`src/rtl/swe_pkg.sv`:
```
// ---------------------------------------------------------------------------
// Soundex word encoder package
// Types, constants and the letter class mapping shared by the encoder files.
// ---------------------------------------------------------------------------
package swe_pkg;

	typedef logic [7:0] byte_t;
	typedef logic [2:0] digit_t;
	typedef logic [1:0] count_t;

	// Class codes; a skipped letter never produces a digit.
	localparam digit_t CLASS_SKIP  = 3'd0;
	localparam digit_t CLASS_LABIAL = 3'd1;
	localparam digit_t CLASS_SIBIL = 3'd2;
	localparam digit_t CLASS_DENTAL = 3'd3;
	localparam digit_t CLASS_NASAL = 3'd4;
	localparam digit_t CLASS_LIQUID = 3'd5;
	localparam digit_t CLASS_OTHER = 3'd6;

	// Number of digits kept in a code.
	localparam count_t NUM_DIGITS = 2'd3;

	localparam byte_t CASE_OFFSET = 8'd32;

	// Folds ASCII lower case to upper case and returns the byte's class.
	function automatic digit_t class_of(input byte_t ch);
		byte_t  u;
		digit_t cls;
		u = ch;
		if (ch >= byte_t'("a") && ch <= byte_t'("z")) begin
			u = ch - CASE_OFFSET;
		end
		unique case (u)
			"A", "E", "I", "O", "U", "H", "W", "Y": cls = CLASS_SKIP;
			"B", "F", "P", "V":                     cls = CLASS_LABIAL;
			"C", "G", "J", "K", "Q", "S", "X", "Z": cls = CLASS_SIBIL;
			"D", "T":                               cls = CLASS_DENTAL;
			"M", "N":                               cls = CLASS_NASAL;
			"L":                                    cls = CLASS_LIQUID;
			default:                                cls = CLASS_OTHER;
		endcase
		return cls;
	endfunction

endpackage

```
`src/rtl/swe_char_if.sv`:
```
// ---------------------------------------------------------------------------
// Soundex character channel
// Valid/ready channel carrying one byte of a word and its end-of-word flag.
// ---------------------------------------------------------------------------
interface swe_char_if;

	logic           valid;
	logic           ready;
	swe_pkg::byte_t char_in;
	logic           word_end;

	modport source (output valid, output char_in, output word_end, input ready);
	modport sink   (input valid, input char_in, input word_end, output ready);

endinterface

```
`src/rtl/swe_code_if.sv`:
```
// ---------------------------------------------------------------------------
// Soundex code channel
// Valid/ready channel carrying one finished code: lead byte and three digits.
// ---------------------------------------------------------------------------
interface swe_code_if;

	logic            valid;
	logic            ready;
	swe_pkg::byte_t  lead_letter;
	swe_pkg::digit_t digit_one;
	swe_pkg::digit_t digit_two;
	swe_pkg::digit_t digit_three;

	modport source (output valid, output lead_letter, output digit_one,
		output digit_two, output digit_three, input ready);
	modport sink   (input valid, input lead_letter, input digit_one,
		input digit_two, input digit_three, output ready);

endinterface

```
`src/rtl/soundex_word_encoder.sv`:
```
// ---------------------------------------------------------------------------
// Soundex word encoder
// Builds a lead byte plus three class digits from a stream of word bytes.
// ---------------------------------------------------------------------------
// A word's code is loaded into the code register as its last byte is processed.
// Throughput: one byte per cycle; the input register and the code register
// are decoupled, so bytes keep flowing while a finished code waits, and a
// byte is held back only when the last byte of a word meets a full code register.
// Reset: arst_n clears the word state and both valid flags asynchronously.
// ---------------------------------------------------------------------------
module soundex_word_encoder (
	input  logic       clk,
	input  logic       arst_n,
	swe_char_if.sink   char_chan,
	swe_code_if.source code_chan
);

	// Input register stage.
	logic           valid_s1;
	swe_pkg::byte_t char_s1;
	logic           end_s1;

	// Word state, updated as each registered byte is processed.
	logic             in_word_q;
	swe_pkg::byte_t   lead_q;
	swe_pkg::digit_t  digits_q [3];
	swe_pkg::count_t  count_q;
	swe_pkg::digit_t  prev_q;

	// Result register.
	logic             out_valid_q;
	swe_pkg::byte_t   out_lead_q;
	swe_pkg::digit_t  out_digits_q [3];

	logic             advance;
	logic             process;
	logic             in_fire;
	swe_pkg::digit_t  cls;
	logic             take;
	swe_pkg::byte_t   lead_n;
	swe_pkg::digit_t  digits_n [3];
	swe_pkg::count_t  count_n;
	swe_pkg::digit_t  prev_n;

	// The registered byte may move on unless it closes a word and the code
	// register still holds a code nobody has taken.
	assign advance = !end_s1 || !out_valid_q || code_chan.ready;
	assign process = valid_s1 && advance;
	assign char_chan.ready = !valid_s1 || advance;
	assign in_fire = char_chan.valid && char_chan.ready;

	// Class of the registered byte; the first byte of a word is only held,
	// so its class never counts.
	assign cls  = swe_pkg::class_of(char_s1);
	assign take = in_word_q && (cls != swe_pkg::CLASS_SKIP) && (cls != prev_q);

	always_comb begin
		lead_n   = in_word_q ? lead_q : char_s1;
		digits_n = digits_q;
		count_n  = count_q;
		prev_n   = prev_q;
		if (take) begin
			// The class is remembered even once three digits are held, so a
			// run that continues past the third digit stays collapsed.
			prev_n = cls;
			if (count_q < swe_pkg::NUM_DIGITS) begin
				digits_n[count_q] = cls;
				count_n           = count_q + 2'd1;
			end
		end
	end

	always_ff @(posedge clk or negedge arst_n) begin
		if (!arst_n) begin
			valid_s1 <= 1'b0;
		end else begin
			valid_s1 <= in_fire || (valid_s1 && !advance);
		end
	end

	always_ff @(posedge clk) begin
		if (in_fire) begin
			char_s1 <= char_chan.char_in;
			end_s1  <= char_chan.word_end;
		end
	end

	// Word state: a word's last byte returns everything to the reset values
	// so that the next byte starts a fresh word.
	always_ff @(posedge clk or negedge arst_n) begin
		if (!arst_n) begin
			in_word_q <= 1'b0;
			lead_q    <= '0;
			digits_q  <= '{default: swe_pkg::CLASS_SKIP};
			count_q   <= '0;
			prev_q    <= swe_pkg::CLASS_SKIP;
		end else if (process) begin
			if (end_s1) begin
				in_word_q <= 1'b0;
				lead_q    <= '0;
				digits_q  <= '{default: swe_pkg::CLASS_SKIP};
				count_q   <= '0;
				prev_q    <= swe_pkg::CLASS_SKIP;
			end else begin
				in_word_q <= 1'b1;
				lead_q    <= lead_n;
				digits_q  <= digits_n;
				count_q   <= count_n;
				prev_q    <= prev_n;
			end
		end
	end

	always_ff @(posedge clk or negedge arst_n) begin
		if (!arst_n) begin
			out_valid_q <= 1'b0;
		end else begin
			out_valid_q <= (out_valid_q && !code_chan.ready) || (process && end_s1);
		end
	end

	always_ff @(posedge clk) begin
		if (process && end_s1) begin
			out_lead_q   <= lead_n;
			out_digits_q <= digits_n;
		end
	end

	assign code_chan.valid       = out_valid_q;
	assign code_chan.lead_letter = out_lead_q;
	assign code_chan.digit_one   = out_digits_q[0];
	assign code_chan.digit_two   = out_digits_q[1];
	assign code_chan.digit_three = out_digits_q[2];

endmodule

```
`src/flat_wrapper.sv`:
```
// flat-port wrapper written by rule: the top's interface ports become plain ports
module soundex_word_encoder_flat 
  (clk, arst_n, char_chan_valid, char_chan_char_in, char_chan_word_end, char_chan_ready, code_chan_valid, code_chan_lead_letter, code_chan_digit_one, code_chan_digit_two, code_chan_digit_three, code_chan_ready);
  swe_char_if char_chan_i ();
  swe_code_if code_chan_i ();
  input  logic clk;
  input  logic arst_n;
  input wire logic [$bits(char_chan_i.valid)-1:0] char_chan_valid;
  input wire logic [$bits(char_chan_i.char_in)-1:0] char_chan_char_in;
  input wire logic [$bits(char_chan_i.word_end)-1:0] char_chan_word_end;
  output wire logic [$bits(char_chan_i.ready)-1:0] char_chan_ready;
  output wire logic [$bits(code_chan_i.valid)-1:0] code_chan_valid;
  output wire logic [$bits(code_chan_i.lead_letter)-1:0] code_chan_lead_letter;
  output wire logic [$bits(code_chan_i.digit_one)-1:0] code_chan_digit_one;
  output wire logic [$bits(code_chan_i.digit_two)-1:0] code_chan_digit_two;
  output wire logic [$bits(code_chan_i.digit_three)-1:0] code_chan_digit_three;
  input wire logic [$bits(code_chan_i.ready)-1:0] code_chan_ready;
  assign char_chan_i.valid = char_chan_valid;
  assign char_chan_i.char_in = char_chan_char_in;
  assign char_chan_i.word_end = char_chan_word_end;
  assign char_chan_ready = char_chan_i.ready;
  assign code_chan_valid = code_chan_i.valid;
  assign code_chan_lead_letter = code_chan_i.lead_letter;
  assign code_chan_digit_one = code_chan_i.digit_one;
  assign code_chan_digit_two = code_chan_i.digit_two;
  assign code_chan_digit_three = code_chan_i.digit_three;
  assign code_chan_i.ready = code_chan_ready;
  soundex_word_encoder u_core (.clk(clk), .arst_n(arst_n), .char_chan(char_chan_i), .code_chan(code_chan_i));
endmodule
```
`config.mk`:
```
export PLATFORM = sky130hd
export DESIGN_NAME = soundex_word_encoder_flat
export DESIGN_NICKNAME = d
export VERILOG_FILES = /design/src/rtl/swe_pkg.sv /design/src/rtl/swe_char_if.sv /design/src/rtl/swe_code_if.sv /design/src/rtl/soundex_word_encoder.sv /design/src/flat_wrapper.sv
export SDC_FILE = /design/constraint.sdc
export NUM_CORES = 1
export LEC_CHECK = 0
export ABC_AREA = 1
export BUFFER_PORTS_ARGS = -buffer_cell sky130_fd_sc_hd__buf_2
export CAP_MARGIN = 0
export CORE_AREA = 2 2 71 80
export DETAILED_ROUTE_END_ITERATION = 7
export DIE_AREA = 0 0 73 82
export PLACE_DENSITY = 0.74
export SYNTH_ARGS = -nofsm -noshare
export SYNTH_HDL_FRONTEND = slang
export SYNTH_SLANG_ARGS = --single-unit
```
`constraint.sdc`:
```
create_clock -name clk -period 3.1 [get_ports clk]
set_input_delay 0.93 -clock clk [delete_from_list [all_inputs] [get_ports clk]]
set_output_delay 0.93 -clock clk [all_outputs]
set_load 0.02 [all_outputs]
```
# == Yosys cells after proc, flatten, opt, wreduce, memory -nomap -nowiden ==
# Index checks and enable logic that the tools add are counted.
# totals
wordCells,94
output_inout_bits,19
inputBits,13
mem_bits_rw,0
mem_count,0
latchBits,0
mem_bits_ro,0
register_bits,51
# classes
order_cmp,5
mux,16
n_addsub,2
n_eq_ne,26
multipliers,0
shifts,0
n_div,0
reduce_logical,29
bitwise,1
# ops
operator,n
"8-bit by 7-bit equality test with 1-bit output, second input constant",25
9-bit two-way mux,3
8-bit two-way mux,3
3-bit case mux with 6 select lines,1
8-bit OR reduction,2
9-bit bitwise mux,1
1-bit logical AND,9
3-bit two-way mux,3
"8-bit by 7-bit >= comparator with 1-bit output, second input constant",1
"8-bit by 7-bit less-or-equal comparator with 1-bit output, second input constant",1
"8-bit by 6-bit subtractor with 8-bit output, second input constant",1
3-bit demux with 2-bit select,1
2-bit two-way mux,3
1-bit zero test,5
1-bit logical OR,5
2-bit nonzero test,2
2-bit OR reduction,2
4-bit OR reduction,1
"3-bit >= comparator, second input constant",1
"3-bit by 1-bit < comparator with 1-bit output, second input constant",1
3-bit inequality test,1
2-bit inverter with 3-bit output,1
3-bit AND reduction,1
3-bit nonzero test,1
other kinds (4),4

# == Logic depth before layout (Yosys ltp) ==
# depth
ltp_word,11
mapped_depth,21

# == Least setup slack after synthesis ==
# OpenSTA, ideal clock, no wires.
# synth_path
kind,input port to flip-flop
from,in code_chan_ready
to,"reg u_core.out_digits_q (netlist bit u_core.code_chan.digit_one[0]), enable pin"
required_ps,2778
path_slack_ps,480
setup_ps,322
arrival_ps,2298
cell_stages,4
n_path_buf,0
path_cell_list,o31ai_1 > inv_1 > nand2_1 > inv_1
# synth_via
elab_chain_cells,3
# synth_lines
element,line_no,text
"start, declared",flat_wrapper.sv:17,input wire logic [$bits(code_chan_i.ready)-1:0] code_chan_ready;
1-bit logical OR,soundex_word_encoder.sv:47,assign advance = !end_s1 || !out_valid_q || code_chan.ready;
1-bit logical AND,soundex_word_encoder.sv:48,assign process = valid_s1 && advance;
1-bit logical AND,soundex_word_encoder.sv:123,if (process && end_s1) begin
"end signal, assigned",soundex_word_encoder.sv:125,out_digits_q <= digits_n;
"end, declared",soundex_word_encoder.sv:33,swe_pkg::digit_t out_digits_q [3];
# No other way between the ends.
# A chain may end at the register's enable or synchronous reset.

# == Final worst setup path ==
# layout_path
from,reg u_core.char_s1[3]
to,reg u_core.count_q[1]
# layout_via
elab_chain_cells,11
word_cells_on_any_way,42
classes_between,add/sub (1); order compare (2); eq/ne (26); mux (2); reduce/logical (11)
# layout_lines
element,line_no,text
"start, declared",soundex_word_encoder.sv:20,swe_pkg::byte_t char_s1;
"start signal, assigned",soundex_word_encoder.sv:83,char_s1 <= char_chan.char_in;
8-bit by 7-bit >= comparator with 1-bit output / 8-bit by 7-bit less-or-equal comparator with 1-bit output (equally long branches),swe_pkg.sv:30,"if (ch >= byte_t'(""a"") && ch <= byte_t'(""z"")) begin"
1-bit logical AND,swe_pkg.sv:30,
8-bit two-way mux (*),swe_pkg.sv:30,
8-bit by 7-bit equality test with 1-bit output,swe_pkg.sv:33,unique case (u)
"8-bit OR reduction, or another cell as far along",swe_pkg.sv:33,
3-bit case mux with 6 select lines (*),swe_pkg.sv:33,
3-bit nonzero test,soundex_word_encoder.sv:55,assign take = in_word_q && (cls != swe_pkg::CLASS_SKIP) && (cls != prev_q);
1-bit logical AND,soundex_word_encoder.sv:55,
1-bit logical AND (*),soundex_word_encoder.sv:55,
2-bit nonzero test (no line) (*),n/a,
3-bit AND reduction (no line) (*),n/a,
"end signal, assigned",soundex_word_encoder.sv:108,count_q <= count_n;
"end, declared",soundex_word_encoder.sv:27,swe_pkg::count_t count_q;
# Mark *: on every way between the ends. The rest lies on a longest branch, timed or not.

==> results.yml <==
layout:
  drive_gt1_frac: 0.249
  synthToLayoutAreaGrowth_pct: 10.4
  antennaDiodeCount: 0
  most-common-layout-cells: "sky130_fd_sc_hd__nand2_1, sky130_fd_sc_hd__inv_1, sky130_fd_sc_hd__buf_2"
  nets: 363
  final.fill_count: 461
  multiInputGateArea_um2: 1180
  ff_latch_area_um2: 1410
  utilization: 0.590
  layout_commonest_cell: "sky130_fd_sc_hd__nand2_1"
hold_path:
  hold_path_depth: 2
  hold_path.startpoint: "u_core.digits_q[2]"
  hold_path_class: "register to register"
  hold_path_end: "u_core.digits_q[2]"
logic_synthesis:
  syn-mean-instance-area_um2: 8.97
  post_synthesis_sequential_element_count: 51
  syn_inst: 311
  synth.net_count: 329
  synth_top_area_share: 0.280
  synth_area_leader_cell: "sky130_fd_sc_hd__edfxtp_1"
  yosys-top-cells-area: "sky130_fd_sc_hd__edfxtp_1, sky130_fd_sc_hd__dfrtp_1, sky130_fd_sc_hd__nand2_1, sky130_fd_sc_hd__inv_1, sky130_fd_sc_hd__o21ai_0"
  number_of_distinct_library_cell_variants_in_the_gate_level_netlist_after_synthesis: 31
  synth.yosys.seq_area_share: 0.504
  yosysWarnings: 0
  synth_cell_area_um2: 2790
global_route:
  gr-total-overflow: 0
  grt_pass1_wl_um: 8290
  vias_in_the_first_global_route: 1841
  global_route.usage.total: 0.182
  grt_max_degree: 26
  initial_antenna_violation_count: 0
power:
  switchingPower_w: 0.000531
  p_total_w: 0.00161
  pwr-share-seq: 0.520
  power_density_over_the_cells_nw_per_um2: 524
  share_comb_of_total_power: 0.227
  net_switching_fraction_of_the_power: 0.329
  largest_voltage_drop_on_the_vdd_net_v: 0.000227
  power.clock.fraction: 0.253
  p_int_w: 0.00108
  leakagePower_nw: 1.49
setup_path:
  worst_path_arrival_time_ns: 2.91
  cp_max_fo: 12
  timing.reg2reg.worst_path_depth: 15
  timing.critical_path.required_ns: 3.31
  reg2reg_setup_slack_ns: 0.40
  crit_path_top_delay_cell: "sky130_fd_sc_hd__edfxtp_1"
  critical_path.max_stage_delay_ns: 0.52
  worstPathCellList: "nor2_2, nand2_1, nand3_1, nand2_2, nand3_1, nand2_1, nor2_4, nand3_1, nand2_1, nor2_2, a31oi_4, buf_4, nand4_2, nand3_1, nand2_1"
  reg_to_reg_startpoint: "u_core.char_s1[3]"
  element_type_at_the_critical_path_start: "register"
  timing.critical_path.max_delay_family: "simple AND/OR/NAND/NOR gates"
  rr_endpoint: "u_core.count_q[1]"
  setup.worst_path.end_class: "register"
  timing.critical_path.buf_inv: 1
  path_class: "register to register"
cts:
  postCtsResizedCells: 0
  worst_setup_hold_path_clk_slew_ns: 0.11
  clockRootBuffer: "sky130_fd_sc_hd__clkbuf_8"
  cts_hold_repair.buffers: 0
  tritoncts.num_buffers: 5
  cts_setup_buffers: 0
  clock_latency_late_sink_ns: 0.32
  clock_sinks: 51
  max-clock-path-buffers: 2
  tritoncts: "built"
  htreeDepth: 2
sta:
  slew-limit-headroom: 0.499
  timing_hold_violations_final: 0
  min_period_over_period: 0.870
  report.final.setup_viol: 0
  timing.fmax_mhz: 371
  fin_setup_tns_ns: 0
  final_max_slew_viol_count: 0
  finClkSkew_ns: 0.0174
  worst_pin_slew_ns: 0.750
  rsz_0062_raised_after_global_routing: "false"
  min_period_ns: 2.70
drt:
  drt-vias-per-instance: 5.22
  drtAntennaViolNets: 0
  dr_total_vias: 2120
  drt_first_iter_violations: 149
  route.detailed.wl_per_inst_um: 12.5
  drcViolationCount: 0
  postRouteWirelength_um: 5090
  drt-pass1-iter-count: 4
run:
  drv_cap: 0
placement:
  place.gp.congestion: 0.902
  dp_hpwl_um: 3720
  port_buffers: 31
floorplan:
  die_h_um: 82
  floorplan.initialDensity: 0.534
  die_area_um2: 5990
  fp.coreArea_um2: 5220
  row_count: 28
  die-width_um: 73
  boundaryPins: 32
outcome:
  run_status: "finished clean"
## worst register-to-register path: stages, from the launching register on
cell and delay, ns:
sky130_fd_sc_hd__edfxtp_1 0.52, sky130_fd_sc_hd__nor2_2 0.17, sky130_fd_sc_hd__nand2_1 0.09, sky130_fd_sc_hd__nand3_1 0.09
sky130_fd_sc_hd__nand2_2 0.06, sky130_fd_sc_hd__nand3_1 0.08, sky130_fd_sc_hd__nand2_1 0.09, sky130_fd_sc_hd__nor2_4 0.23
sky130_fd_sc_hd__nand3_1 0.13, sky130_fd_sc_hd__nand2_1 0.12, sky130_fd_sc_hd__nor2_2 0.08, sky130_fd_sc_hd__a31oi_4 0.42
sky130_fd_sc_hd__buf_4 0.24, sky130_fd_sc_hd__nand4_2 0.12, sky130_fd_sc_hd__nand3_1 0.10, sky130_fd_sc_hd__nand2_1 0.05
## cells by family (layout without fill, tap and decap cells)
logic type      count (synthesis)  count (layout)  synth area share
fa+ha+maj                       5               5            0.0224
simple gates                  167             167             0.302
flops                          51              51             0.504
buf+inv                        46              81            0.0749
compound gates                 42              42            0.0965
## worst max-delay path by stage
stage	from	cells past startpoint	slack, ns	to
3_5_place_dp	u_core.char_s1[3]	15	0.42	u_core.count_q[1]
4_1_cts	u_core.char_s1[3]	15	0.40	u_core.count_q[1]
3_3_place_gp	u_core.char_s1[3]	15	0.49	u_core.count_q[0]
5_1_grt	u_core.char_s1[2]	13	0.12	u_core.count_q[0]
6_report	u_core.char_s1[3]	15	0.40	u_core.count_q[1]
2_1_floorplan	code_chan_ready	4	0.48	u_core.code_chan.digit_one[0]
## through the flow
| step | instances | hold WS, ns | setup WS [ns] | cell area [um2] |
|---|---|---|---|---|
| final | 406 | 0.495 | 0.404 | 3080 |
| after global routing | 406 | 0.512 | 0.124 | 3080 |
| after CTS | 406 | 0.495 | 0.399 | 3080 |
| after detailed placement | 398 | 0.468 | 0.422 | 2980 |
| after global placement | 398 | 0.464 | 0.495 | 2980 |
| after floorplan | 311 | 0.449 | 0.480 | 2790 |
## layout make-up
type,instances,share of cell area
Tap cell,60,0.0244
Clock inverter,3,0.00853
Clock buffer,5,0.0223
Sequential cell,51,0.457
Multi-Input combinational cell,214,0.383
Timing Repair Buffer,34,0.0577
Inverter,39,0.0475
## metal layers
metal | up-vias | wire [um] | GRT usage
met4 | 0 | 59 | 0.0778
met5 | - | 0 | 0
met1 | 985 | 2400 | 0.224
met3 | 6 | 143 | 0.0405
li1 | 1088 | - | -
met2 | 41 | 2490 | 0.305
## power by group through the flow
| stage | logic [W] | clock network [W] | registers [W] |
|---|---|---|---|
| 2_1_floorplan | 0.000273 | 0 | 0.000864 |
| 3_3_place_gp | 0.000361 | 0 | 0.000851 |
| 3_5_place_dp | 0.000370 | 0 | 0.000853 |
| 4_1_cts | 0.000371 | 0.000416 | 0.000839 |
| 5_1_grt | 0.000420 | 0.000441 | 0.000848 |
| 6_report | 0.000367 | 0.000408 | 0.000839 |
## sequential cells by signal (all words and copies together) (netlist names)
register	count
u_core.lead_q	8
u_core.char_s1	8
u_core.prev_q	3
u_core.in_word_q	1
u_core.count_q	2
u_core.digits_q	9
u_core.code_chan.valid	1
u_core.valid_s1	1
u_core.code_chan.digit_one	3
u_core.code_chan.digit_two	3
u_core.code_chan.digit_three	3
u_core.end_s1	1
u_core.code_chan.lead_letter	8
## cell usage after synthesis
master	n
sky130_fd_sc_hd__inv_1	34
sky130_fd_sc_hd__inv_2	5
sky130_fd_sc_hd__o21bai_1	1
sky130_fd_sc_hd__nor2_1	19
sky130_fd_sc_hd__a22o_1	8
sky130_fd_sc_hd__clkbuf_1	3
sky130_fd_sc_hd__buf_12	1
sky130_fd_sc_hd__a21oi_2	1
sky130_fd_sc_hd__nor3_1	1
sky130_fd_sc_hd__nand4_2	4
sky130_fd_sc_hd__nor2_4	2
sky130_fd_sc_hd__nor3b_1	1
sky130_fd_sc_hd__buf_8	1
sky130_fd_sc_hd__buf_2	1
sky130_fd_sc_hd__a31oi_4	1
sky130_fd_sc_hd__edfxtp_1	26
sky130_fd_sc_hd__a21oi_1	2
sky130_fd_sc_hd__and2_1	3
sky130_fd_sc_hd__nand2_1	86
sky130_fd_sc_hd__nor2_2	4
sky130_fd_sc_hd__dfrtp_1	25
sky130_fd_sc_hd__o21ai_1	4
sky130_fd_sc_hd__nand3_2	10
sky130_fd_sc_hd__nand2_2	12
sky130_fd_sc_hd__nand3_1	22
sky130_fd_sc_hd__buf_6	1
sky130_fd_sc_hd__ha_1	5
sky130_fd_sc_hd__o21ai_0	23
sky130_fd_sc_hd__o21ai_2	1
sky130_fd_sc_hd__nand2_4	3
sky130_fd_sc_hd__o31ai_1	1
No activity file was read; power rests on OpenSTA's default activity.
